==> config.mk <==
export PLATFORM = sky130hd
export DESIGN_NAME = htb_alu
export DESIGN_NICKNAME = d
export VERILOG_FILES = /design/src/hdl/htb_pkg.sv /design/src/hdl/htb_alu.sv
export SDC_FILE = /design/constraint.sdc
export NUM_CORES = 1
export LEC_CHECK = 0
export BUFFER_PORTS_ARGS = -buffer_cell sky130_fd_sc_hd__buf_2
export CAP_MARGIN = 30
export CORE_MARGIN = 5
export CORE_UTILIZATION = 31
export DETAILED_ROUTE_END_ITERATION = 8
export PLACE_DENSITY_LB_ADDON = 0.12
export SETUP_SLACK_MARGIN = 0.05
export SYNTH_ARGS = -nofsm -noshare
export SYNTH_HDL_FRONTEND = slang
export SYNTH_SLANG_ARGS = --single-unit
export TNS_END_PERCENT = 1
==> constraint.sdc <==
create_clock -name vclk -period 2.3
set_input_delay 0.345 -clock vclk [all_inputs]
set_output_delay 0.345 -clock vclk [all_outputs]
set_load 0.02 [all_outputs]
==> src/hdl/htb_pkg.sv <==
// Shared types for the Huffman tree builder.
package htb_pkg;

  typedef enum logic [3:0] {
    ST_IDLE,
    ST_PUSH,
    ST_PUSH_CMP,
    ST_BUILD,
    ST_POP,
    ST_POP_TAKE,
    ST_SD_RD,
    ST_SD_CMPL,
    ST_SD_CMPR,
    ST_MERGE,
    ST_ROOT,
    ST_ROOT_TAKE,
    ST_NODE_RD,
    ST_NODE_ACT,
    ST_STK_TAKE
  } state_t;

endpackage

==> src/hdl/htb_alu.sv <==
// Shared weight comparator and adder used by the heap compare and merge steps.
module htb_alu #(
  parameter int W = 30
) (
  input  logic [W-1:0] a,
  input  logic [W-1:0] b,
  output logic         lt,
  output logic [W-1:0] sum
);
  import htb_pkg::*;

  assign lt  = a < b;
  assign sum = a + b;

endmodule

* Word level (Yosys, flattened, before mapping)
Cells that the tools add are included.
** Storage, ports and cells
- Register bits :: 0
- Output and inout bits :: 31
- Word-level logic and storage cells :: 2
** Operators by class
- $add $sub $neg :: 1
- Order comparisons :: 1
** Operator list (count)
- adder 30 bit :: 1
- < comparator 30 bit :: 1

* Depth between registers and ports, before layout
Gate-level depths: netlist of run 1.
- Depth in word-level cells :: 1
- Mapped depth :: 10
- Gate-level depth less buffers :: 10

* Least setup slack after synthesis of run 1
Ideal clock, no wire load.
- Path kind :: input to output
- Start point :: input b[8]
- End point :: output sum[29]
- Arrival time :: 2336 ps
- Data required time :: 1955 ps
- Setup slack :: -381 ps
- Stages on the path :: 9
- Buffers on the path :: 1
- Path through :: inv_1 ha_1 buf_6 or4_4 a21oi_2 o31ai_2 o41ai_2 a31oi_1 xor2_1
** On the way
- Cells in the longest elaborated chain, start to end :: 1
** Ends and longest elaborated chain
- start, declared :: RTL line htb_alu.sv:6 : input logic [W-1:0] b,
- adder 30 bit :: RTL line htb_alu.sv:13 : assign sum = a + b;
- end, declared :: RTL line htb_alu.sv:8 : output logic [W-1:0] sum
Every way passes these cells.

* Worst setup path after layout of run 1
- Start point :: input b[0]
- End point :: output sum[26]
The elaborated chain is that of the path after synthesis.

==> results of run 1 <==
logic make-up (layout without fill, tap and decap cells):
logic type      after synthesis  after routing  synth area share
compound gates               90             90             0.262
xor+xnor                     27             27            0.0937
fa+ha+maj                    60             60             0.300
buf+inv                      67            271             0.110
simple gates                110            110             0.235
layout make-up:
type	count	share of cell area
tap	105	0.0291
inverter	54	0.0454
timing repair buffer	217	0.332
multi-input combinational	287	0.593
per-stage QoR:
step	utilization	hold slack [ps]
final	0.558	1130
after floorplan	-	872
after CTS	0.525	1060
after global placement	0.484	1060
after detailed placement	0.484	1060
after global routing	0.558	1180
synth_stat cells, types with 2 or more instances:
| cell type | number | area [sq um] |
|---|---|---|
| sky130_fd_sc_hd__o21bai_1 | 4 | 30.0 |
| sky130_fd_sc_hd__a31oi_1 | 4 | 25.0 |
| sky130_fd_sc_hd__a211oi_1 | 2 | 15.0 |
| sky130_fd_sc_hd__o211ai_1 | 2 | 15.0 |
| sky130_fd_sc_hd__a21oi_1 | 29 | 145 |
| sky130_fd_sc_hd__a21oi_2 | 3 | 26.3 |
| sky130_fd_sc_hd__o21a_1 | 2 | 15.0 |
| sky130_fd_sc_hd__inv_1 | 50 | 188 |
| sky130_fd_sc_hd__nor4_1 | 12 | 75.1 |
| sky130_fd_sc_hd__nand2_1 | 10 | 37.5 |
| sky130_fd_sc_hd__o21ai_1 | 2 | 10.0 |
| sky130_fd_sc_hd__o31ai_1 | 6 | 45.0 |
| sky130_fd_sc_hd__buf_4 | 3 | 22.5 |
| sky130_fd_sc_hd__nand4_1 | 5 | 31.3 |
| sky130_fd_sc_hd__inv_2 | 4 | 15.0 |
| sky130_fd_sc_hd__buf_2 | 5 | 25.0 |
| sky130_fd_sc_hd__xor2_1 | 7 | 61.3 |
| sky130_fd_sc_hd__nor2_1 | 34 | 128 |
| sky130_fd_sc_hd__nand2b_1 | 6 | 37.5 |
| sky130_fd_sc_hd__nor2b_1 | 7 | 43.8 |
| sky130_fd_sc_hd__or2_2 | 2 | 12.5 |
| sky130_fd_sc_hd__o41ai_1 | 2 | 17.5 |
| sky130_fd_sc_hd__o21ai_0 | 11 | 55.1 |
| sky130_fd_sc_hd__clkbuf_1 | 4 | 15.0 |
| sky130_fd_sc_hd__a21o_1 | 3 | 22.5 |
| sky130_fd_sc_hd__ha_1 | 59 | 738 |
| sky130_fd_sc_hd__nor3_1 | 16 | 80.1 |
| sky130_fd_sc_hd__xnor2_1 | 20 | 175 |
| sky130_fd_sc_hd__nor3b_2 | 2 | 25.0 |
| sky130_fd_sc_hd__nand3_1 | 6 | 30.0 |
cells in the final DEF (no fill, tap or decap), drive strengths merged, types with 4 or more instances in the layout:
cell type,n
buf,217
ha,59
inv,54
nor2,35
a21oi,32
xnor2,20
nor3,16
nor4,14
o21ai,14
nand2,10
o31ai,7
xor2,7
nor2b,7
nand2b,6
nand3,6
nand4,5
o21bai,4
a31oi,4
a211oi,4
timing repair:
| action | 4_1_cts | 5_1_grt |
|---|---|---|
| cloned | 0 | 0 |
| buffers inserted | 8 | 4 |
| resized for setup | 62 | 50 |
| hold endpoints to repair | 0 | 0 |
| pin swaps | 23 | 22 |
| setup endpoints to repair | 24 | 26 |
worst max-delay path by stage:
| stage | start | end | slack (ps) | cells after the start |
|---|---|---|---|---|
| after floorplan | b[8] | sum[29] | -310 | 9 |
| after detailed placement | b[4] | sum[25] | -640 | 11 |
| after global placement | b[4] | sum[25] | -620 | 11 |
| after global routing | b[7] | sum[17] | -560 | 12 |
| after CTS | b[5] | sum[29] | -530 | 10 |
| final | b[0] | sum[26] | -460 | 12 |
report_power, final:
| group | switching [uW] | total (uW) | internal, uW |
|---|---|---|---|
| registers | 0 | 0 | 0 |
| logic | 742 | 1450 | 712 |
| clock network | 0 | 0 | 0 |
metal layers:
metal	up-vias	wire length (microns)
met5	-	0
met4	0	125
met3	12	368
met2	80	4450
met1	1439	3770
li1	1648	-
==> run_summary.xml, run 1 <==
<?xml version="1.0" encoding="UTF-8"?>
<metrics>
  <group name="timing">
    <metric name="timing.final.crit_share" unit="">1.20</metric>
    <metric name="period_needed" unit="ps">2760</metric>
    <metric name="slew_headroom" unit="">0.673</metric>
    <metric name="grt_setup_unrepaired" unit="">true</metric>
    <metric name="finalWorstSetupSlack" unit="ps">-464</metric>
    <metric name="tightest_slew" unit="ps">486</metric>
    <metric name="hold_violations" unit="">0</metric>
    <metric name="tns" unit="ps">-6840</metric>
    <metric name="report.final.setup_viol" unit="">24</metric>
    <metric name="count_of_final_max_slew_check_failures" unit="">0</metric>
    <metric name="max_freq" unit="MHz">362</metric>
  </group>
  <group name="placement">
    <metric name="dp_hpwl" unit="mm">7.30</metric>
    <metric name="place.gp.congestion" unit="">0.836</metric>
    <metric name="dp.cells" unit="">651</metric>
    <metric name="io_buf_count" unit="">91</metric>
    <metric name="post-place-ws" unit="ps">-643</metric>
    <metric name="detailed_place.area" unit="sq um">3920</metric>
  </group>
  <group name="power">
    <metric name="p_per_area" unit="nW/um^2">322</metric>
    <metric name="p_leak" unit="uW">0.00224</metric>
    <metric name="total_power" unit="uW">1450</metric>
    <metric name="peak_ir_drop_on_the_vdd_network" unit="mV">0.166</metric>
  </group>
  <group name="floorplan">
    <metric name="num_rows" unit="">33</metric>
    <metric name="die_outline_area" unit="sq um">10100</metric>
    <metric name="die_h" unit="microns">100</metric>
    <metric name="floorplan.initialDensity" unit="">0.312</metric>
    <metric name="boundaryPins" unit="">91</metric>
    <metric name="floorplan.die.width" unit="microns">100</metric>
    <metric name="core" unit="sq um">8090</metric>
  </group>
  <group name="grt">
    <metric name="antenna_violations_before_repair" unit="">0</metric>
    <metric name="grt_max_degree" unit="">9</metric>
    <metric name="fraction_of_met2_tracks_used_by_global_routing" unit="">0.313</metric>
    <metric name="met3_usage" unit="">0.00764</metric>
    <metric name="global_route_wire_length_before_repair" unit="mm">13.9</metric>
    <metric name="globalRouteOverflowTotal" unit="">0</metric>
    <metric name="grt_usage" unit="">0.162</metric>
    <metric name="first_global_vias" unit="">3187</metric>
    <metric name="globalRouteMet1Util" unit="">0.204</metric>
    <metric name="grt-busiest-layer" unit="">met2</metric>
  </group>
  <group name="hold_path">
    <metric name="worstHoldPathCells" unit="">5</metric>
    <metric name="min_path_type" unit="">in -&gt; out</metric>
    <metric name="worstHoldStart" unit="">a[0]</metric>
    <metric name="hold_path_end" unit="">sum[0]</metric>
  </group>
  <group name="final_layout">
    <metric name="seq_area" unit="sq um">0</metric>
    <metric name="antennaDiodeCount" unit="">0</metric>
    <metric name="final.clkbuf_count" unit="">0</metric>
    <metric name="fill_cells" unit="">824</metric>
    <metric name="finalNetCount" unit="">680</metric>
    <metric name="ff_latch_count" unit="">0</metric>
    <metric name="syn2layout_area_growth" unit="%">78.9</metric>
    <metric name="drive_above_1_share" unit="">0.538</metric>
    <metric name="final_non_filler_cell_area" unit="sq um">4520</metric>
    <metric name="count_of_non_filler_cells_in_the_finished_layout" unit="">663</metric>
    <metric name="multi_input_area" unit="sq um">2680</metric>
  </group>
  <group name="route">
    <metric name="drt-initial-drc-count" unit="">91</metric>
    <metric name="detail_route.vias_per_cell" unit="">4.79</metric>
    <metric name="routed_wl" unit="mm">8.71</metric>
    <metric name="drtPass1Iterations" unit="">4</metric>
    <metric name="via_count" unit="">3179</metric>
    <metric name="remaining_drc_errors" unit="">0</metric>
    <metric name="antenna_left" unit="">0</metric>
    <metric name="route.detailed.wl_per_inst" unit="microns">13.1</metric>
  </group>
  <group name="setup_path">
    <metric name="timing.critical_path.fanout_max" unit="">3</metric>
    <metric name="worstSetupEndpointType" unit="">output pin</metric>
    <metric name="path_buf_inv" unit="">3</metric>
    <metric name="timing.critical_path.from_type" unit="">primary input</metric>
    <metric name="path_delay_family" unit="">compound AO/OA/AOI/OAI gates</metric>
    <metric name="timing_worst_setup_path_type" unit="">in -&gt; out</metric>
    <metric name="cp.required" unit="ps">1960</metric>
    <metric name="cp_slowest_cell" unit="">sky130_fd_sc_hd__o311a_4</metric>
    <metric name="cp_cell_sequence" unit="">buf_8 &gt; ha_4 &gt; inv_2 &gt; fa_2 &gt; nor2_4 &gt; o311a_4 &gt; nor4_2 &gt; o31a_2 &gt; o211ai_2 &gt; a221oi_2 &gt; xor2_2 &gt; buf_6</metric>
    <metric name="timing.critical_path.arrival" unit="ps">2420</metric>
    <metric name="cp_slowest_stage_delay" unit="ps">360</metric>
  </group>
  <group name="flow_run">
    <metric name="timing.max_cap.violations" unit="">0</metric>
  </group>
  <group name="synth">
    <metric name="syn_area_per_cell" unit="sq um">7.13</metric>
    <metric name="synthesis.area" unit="sq um">2520</metric>
    <metric name="yosysSeqAreaShare" unit="">0</metric>
    <metric name="ys_types" unit="">62</metric>
    <metric name="yosys_warning_count" unit="">0</metric>
    <metric name="net_count_synth" unit="">474</metric>
    <metric name="netlist_instances" unit="">354</metric>
  </group>
  <group name="clock_network">
    <metric name="cts.hold.buffers_added" unit="">0</metric>
  </group>
  <group name="run_status">
    <metric name="violations_in_the_final_reports" unit="">negative setup slack</metric>
    <metric name="outcome" unit="">finished with violations</metric>
  </group>
</metrics>
No activity file was read; power rests on OpenSTA's default activity.
==> inputs of run 2 (changes only) <==
REMOVE_ABC_BUFFERS = 1   (was unset)
==> run_summary.xml, run 2 (same netlist as run 1, synthesis figures left out) <==
<?xml version="1.0" encoding="UTF-8"?>
<metrics>
  <group name="timing">
    <metric name="period_needed" unit="ps">2710</metric>
    <metric name="count_of_final_max_slew_check_failures" unit="">0</metric>
    <metric name="tightest_slew" unit="ps">492</metric>
    <metric name="grt_setup_unrepaired" unit="">true</metric>
    <metric name="timing.final.crit_share" unit="">1.18</metric>
    <metric name="hold_violations" unit="">0</metric>
    <metric name="slew_headroom" unit="">0.669</metric>
    <metric name="hold_ws" unit="ps">1050</metric>
    <metric name="finalWorstSetupSlack" unit="ps">-408</metric>
    <metric name="max_freq" unit="MHz">369</metric>
    <metric name="report.final.setup_viol" unit="">22</metric>
  </group>
  <group name="grt">
    <metric name="grt-busiest-layer" unit="">met2</metric>
    <metric name="global_route_wire_length_before_repair" unit="mm">14.1</metric>
    <metric name="grt_usage" unit="">0.164</metric>
    <metric name="globalRouteMet1Util" unit="">0.206</metric>
    <metric name="antenna_violations_before_repair" unit="">0</metric>
    <metric name="met3_usage" unit="">0.00556</metric>
    <metric name="grt_max_degree" unit="">9</metric>
    <metric name="first_global_vias" unit="">3229</metric>
    <metric name="globalRouteOverflowTotal" unit="">0</metric>
    <metric name="fraction_of_met2_tracks_used_by_global_routing" unit="">0.317</metric>
  </group>
  <group name="setup_path">
    <metric name="timing.critical_path.from_type" unit="">primary input</metric>
    <metric name="crit_top_cell" unit="">sky130_fd_sc_hd__inv_1</metric>
    <metric name="timing.critical_path.arrival" unit="ps">2360</metric>
    <metric name="timing.critical_path.fanout_max" unit="">4</metric>
    <metric name="cp_slowest_stage_delay" unit="ps">330</metric>
    <metric name="cp.required" unit="ps">1960</metric>
    <metric name="path_buf_inv" unit="">4</metric>
    <metric name="worstSetupEndpointType" unit="">output pin</metric>
    <metric name="cp_slowest_cell" unit="">sky130_fd_sc_hd__ha_1</metric>
    <metric name="cp_cell_sequence" unit="">buf_2 &gt; inv_1 &gt; ha_1 &gt; inv_1 &gt; a21oi_1 &gt; a21boi_0 &gt; o21ai_1 &gt; o211ai_4 &gt; a221oi_2 &gt; xor2_1 &gt; buf_4</metric>
    <metric name="path_delay_family" unit="">compound AO/OA/AOI/OAI gates</metric>
    <metric name="timing_worst_setup_path_type" unit="">in -&gt; out</metric>
  </group>
  <group name="floorplan">
    <metric name="boundaryPins" unit="">91</metric>
    <metric name="num_rows" unit="">33</metric>
    <metric name="die_outline_area" unit="sq um">10100</metric>
    <metric name="floorplan.die.width" unit="microns">100</metric>
    <metric name="core" unit="sq um">8090</metric>
    <metric name="die_h" unit="microns">100</metric>
    <metric name="floorplan.initialDensity" unit="">0.312</metric>
  </group>
  <group name="power">
    <metric name="sw_frac_of_total" unit="">0.510</metric>
    <metric name="power_share_of_the_sequential_group" unit="">0</metric>
    <metric name="p_per_area" unit="nW/um^2">320</metric>
    <metric name="total_power" unit="uW">1440</metric>
    <metric name="netSwitchingPower" unit="uW">736</metric>
    <metric name="peak_ir_drop_on_the_vdd_network" unit="mV">0.195</metric>
    <metric name="power.clock.fraction" unit="">0</metric>
    <metric name="pwr-share-comb" unit="">1.000</metric>
    <metric name="internal-power" unit="uW">706</metric>
    <metric name="p_leak" unit="uW">0.00222</metric>
  </group>
  <group name="final_layout">
    <metric name="final_non_filler_cell_area" unit="sq um">4500</metric>
    <metric name="final_common_cell" unit="">sky130_fd_sc_hd__buf_4</metric>
    <metric name="count_of_non_filler_cells_in_the_finished_layout" unit="">661</metric>
    <metric name="drive_above_1_share" unit="">0.536</metric>
    <metric name="syn2layout_area_growth" unit="%">78.2</metric>
    <metric name="top_library_cells_by_usage_in_the_layout_fill_and_taps_aside" unit="">sky130_fd_sc_hd__buf_4 (137), sky130_fd_sc_hd__buf_2 (66), sky130_fd_sc_hd__inv_1 (42), sky130_fd_sc_hd__ha_1 (42), sky130_fd_sc_hd__nor2_1 (31)</metric>
    <metric name="antennaDiodeCount" unit="">0</metric>
    <metric name="final.clkbuf_count" unit="">0</metric>
    <metric name="seq_area" unit="sq um">0</metric>
    <metric name="finalNetCount" unit="">678</metric>
    <metric name="ff_latch_count" unit="">0</metric>
  </group>
  <group name="placement">
    <metric name="detailed_place.area" unit="sq um">3920</metric>
    <metric name="dp.cells" unit="">654</metric>
    <metric name="io_buf_count" unit="">91</metric>
    <metric name="dp_hpwl" unit="mm">7.24</metric>
    <metric name="place.gp.congestion" unit="">0.909</metric>
  </group>
  <group name="flow_run">
    <metric name="timing.max_cap.violations" unit="">0</metric>
  </group>
  <group name="route">
    <metric name="antenna_left" unit="">0</metric>
    <metric name="remaining_drc_errors" unit="">0</metric>
    <metric name="detail_route.vias_per_cell" unit="">4.85</metric>
    <metric name="drt-initial-drc-count" unit="">81</metric>
    <metric name="drtPass1Iterations" unit="">4</metric>
    <metric name="route.detailed.wl_per_inst" unit="microns">13.2</metric>
    <metric name="routed_wl" unit="mm">8.72</metric>
    <metric name="via_count" unit="">3206</metric>
  </group>
  <group name="run_status">
    <metric name="violations_in_the_final_reports" unit="">negative setup slack</metric>
    <metric name="outcome" unit="">finished with violations</metric>
  </group>
  <group name="hold_path">
    <metric name="min_path_type" unit="">in -&gt; out</metric>
  </group>
</metrics>
==> run 2: changes by cell type in the layout (fill, tap and decap cells not counted), sizes merged <==
cell / previous run / this run
buf: 217 / 215
==> run 2: through the flow <==
stage                     setup slack (ps)  setup TNS [ps]   util
after detailed placement              -663           -9600  0.484
after CTS                             -444           -6500  0.536
after global routing                  -617           -8380  0.556
after global placement                -641           -9160  0.484
after floorplan                       -364           -3180      -
final                                 -408           -5830  0.556
==> run 2: cell type report <==
| class | count | area [sq um] |
|---|---|---|
| fill | 793 | 3590 |
| multi-input combinational | 287 | 2670 |
| timing repair buffer | 215 | 1500 |
| inverter | 54 | 205 |
| tap | 105 | 131 |
==> run 2: final timing paths <==
kind	from	to	cells after the start
worst max-delay path	b[13]	sum[26]	11
worst min-delay path	b[0]	sum[0]	4
==> run 2: layer usage <==
layer  routed length [microns]  vias up  part of all wire
met5                         0        -                 0
met4                        98        0             0.011
met3                       378        8             0.043
met2                      4470       73              0.51
met1                      3780     1472              0.43
li1                          -     1653                 -
==> run 2: power groups by stage <==
stage / clock network, uW / registers (uW) / logic [uW]
floorplan: 0 / 0 / 669
global placement: 0 / 0 / 1220
detailed placement: 0 / 0 / 1230
CTS: 0 / 0 / 1380
global route: 0 / 0 / 1560
finish: 0 / 0 / 1440
==> run 2: repair_timing <==
item / 4_1_cts / 5_1_grt
pin swaps: 28 / 17
gates resized for setup: 80 / 33
endpoints found under the setup margin: 24 / 26
hold buffers: 0 / 0
gates cloned: 0 / 0
setup buffers: 5 / 2
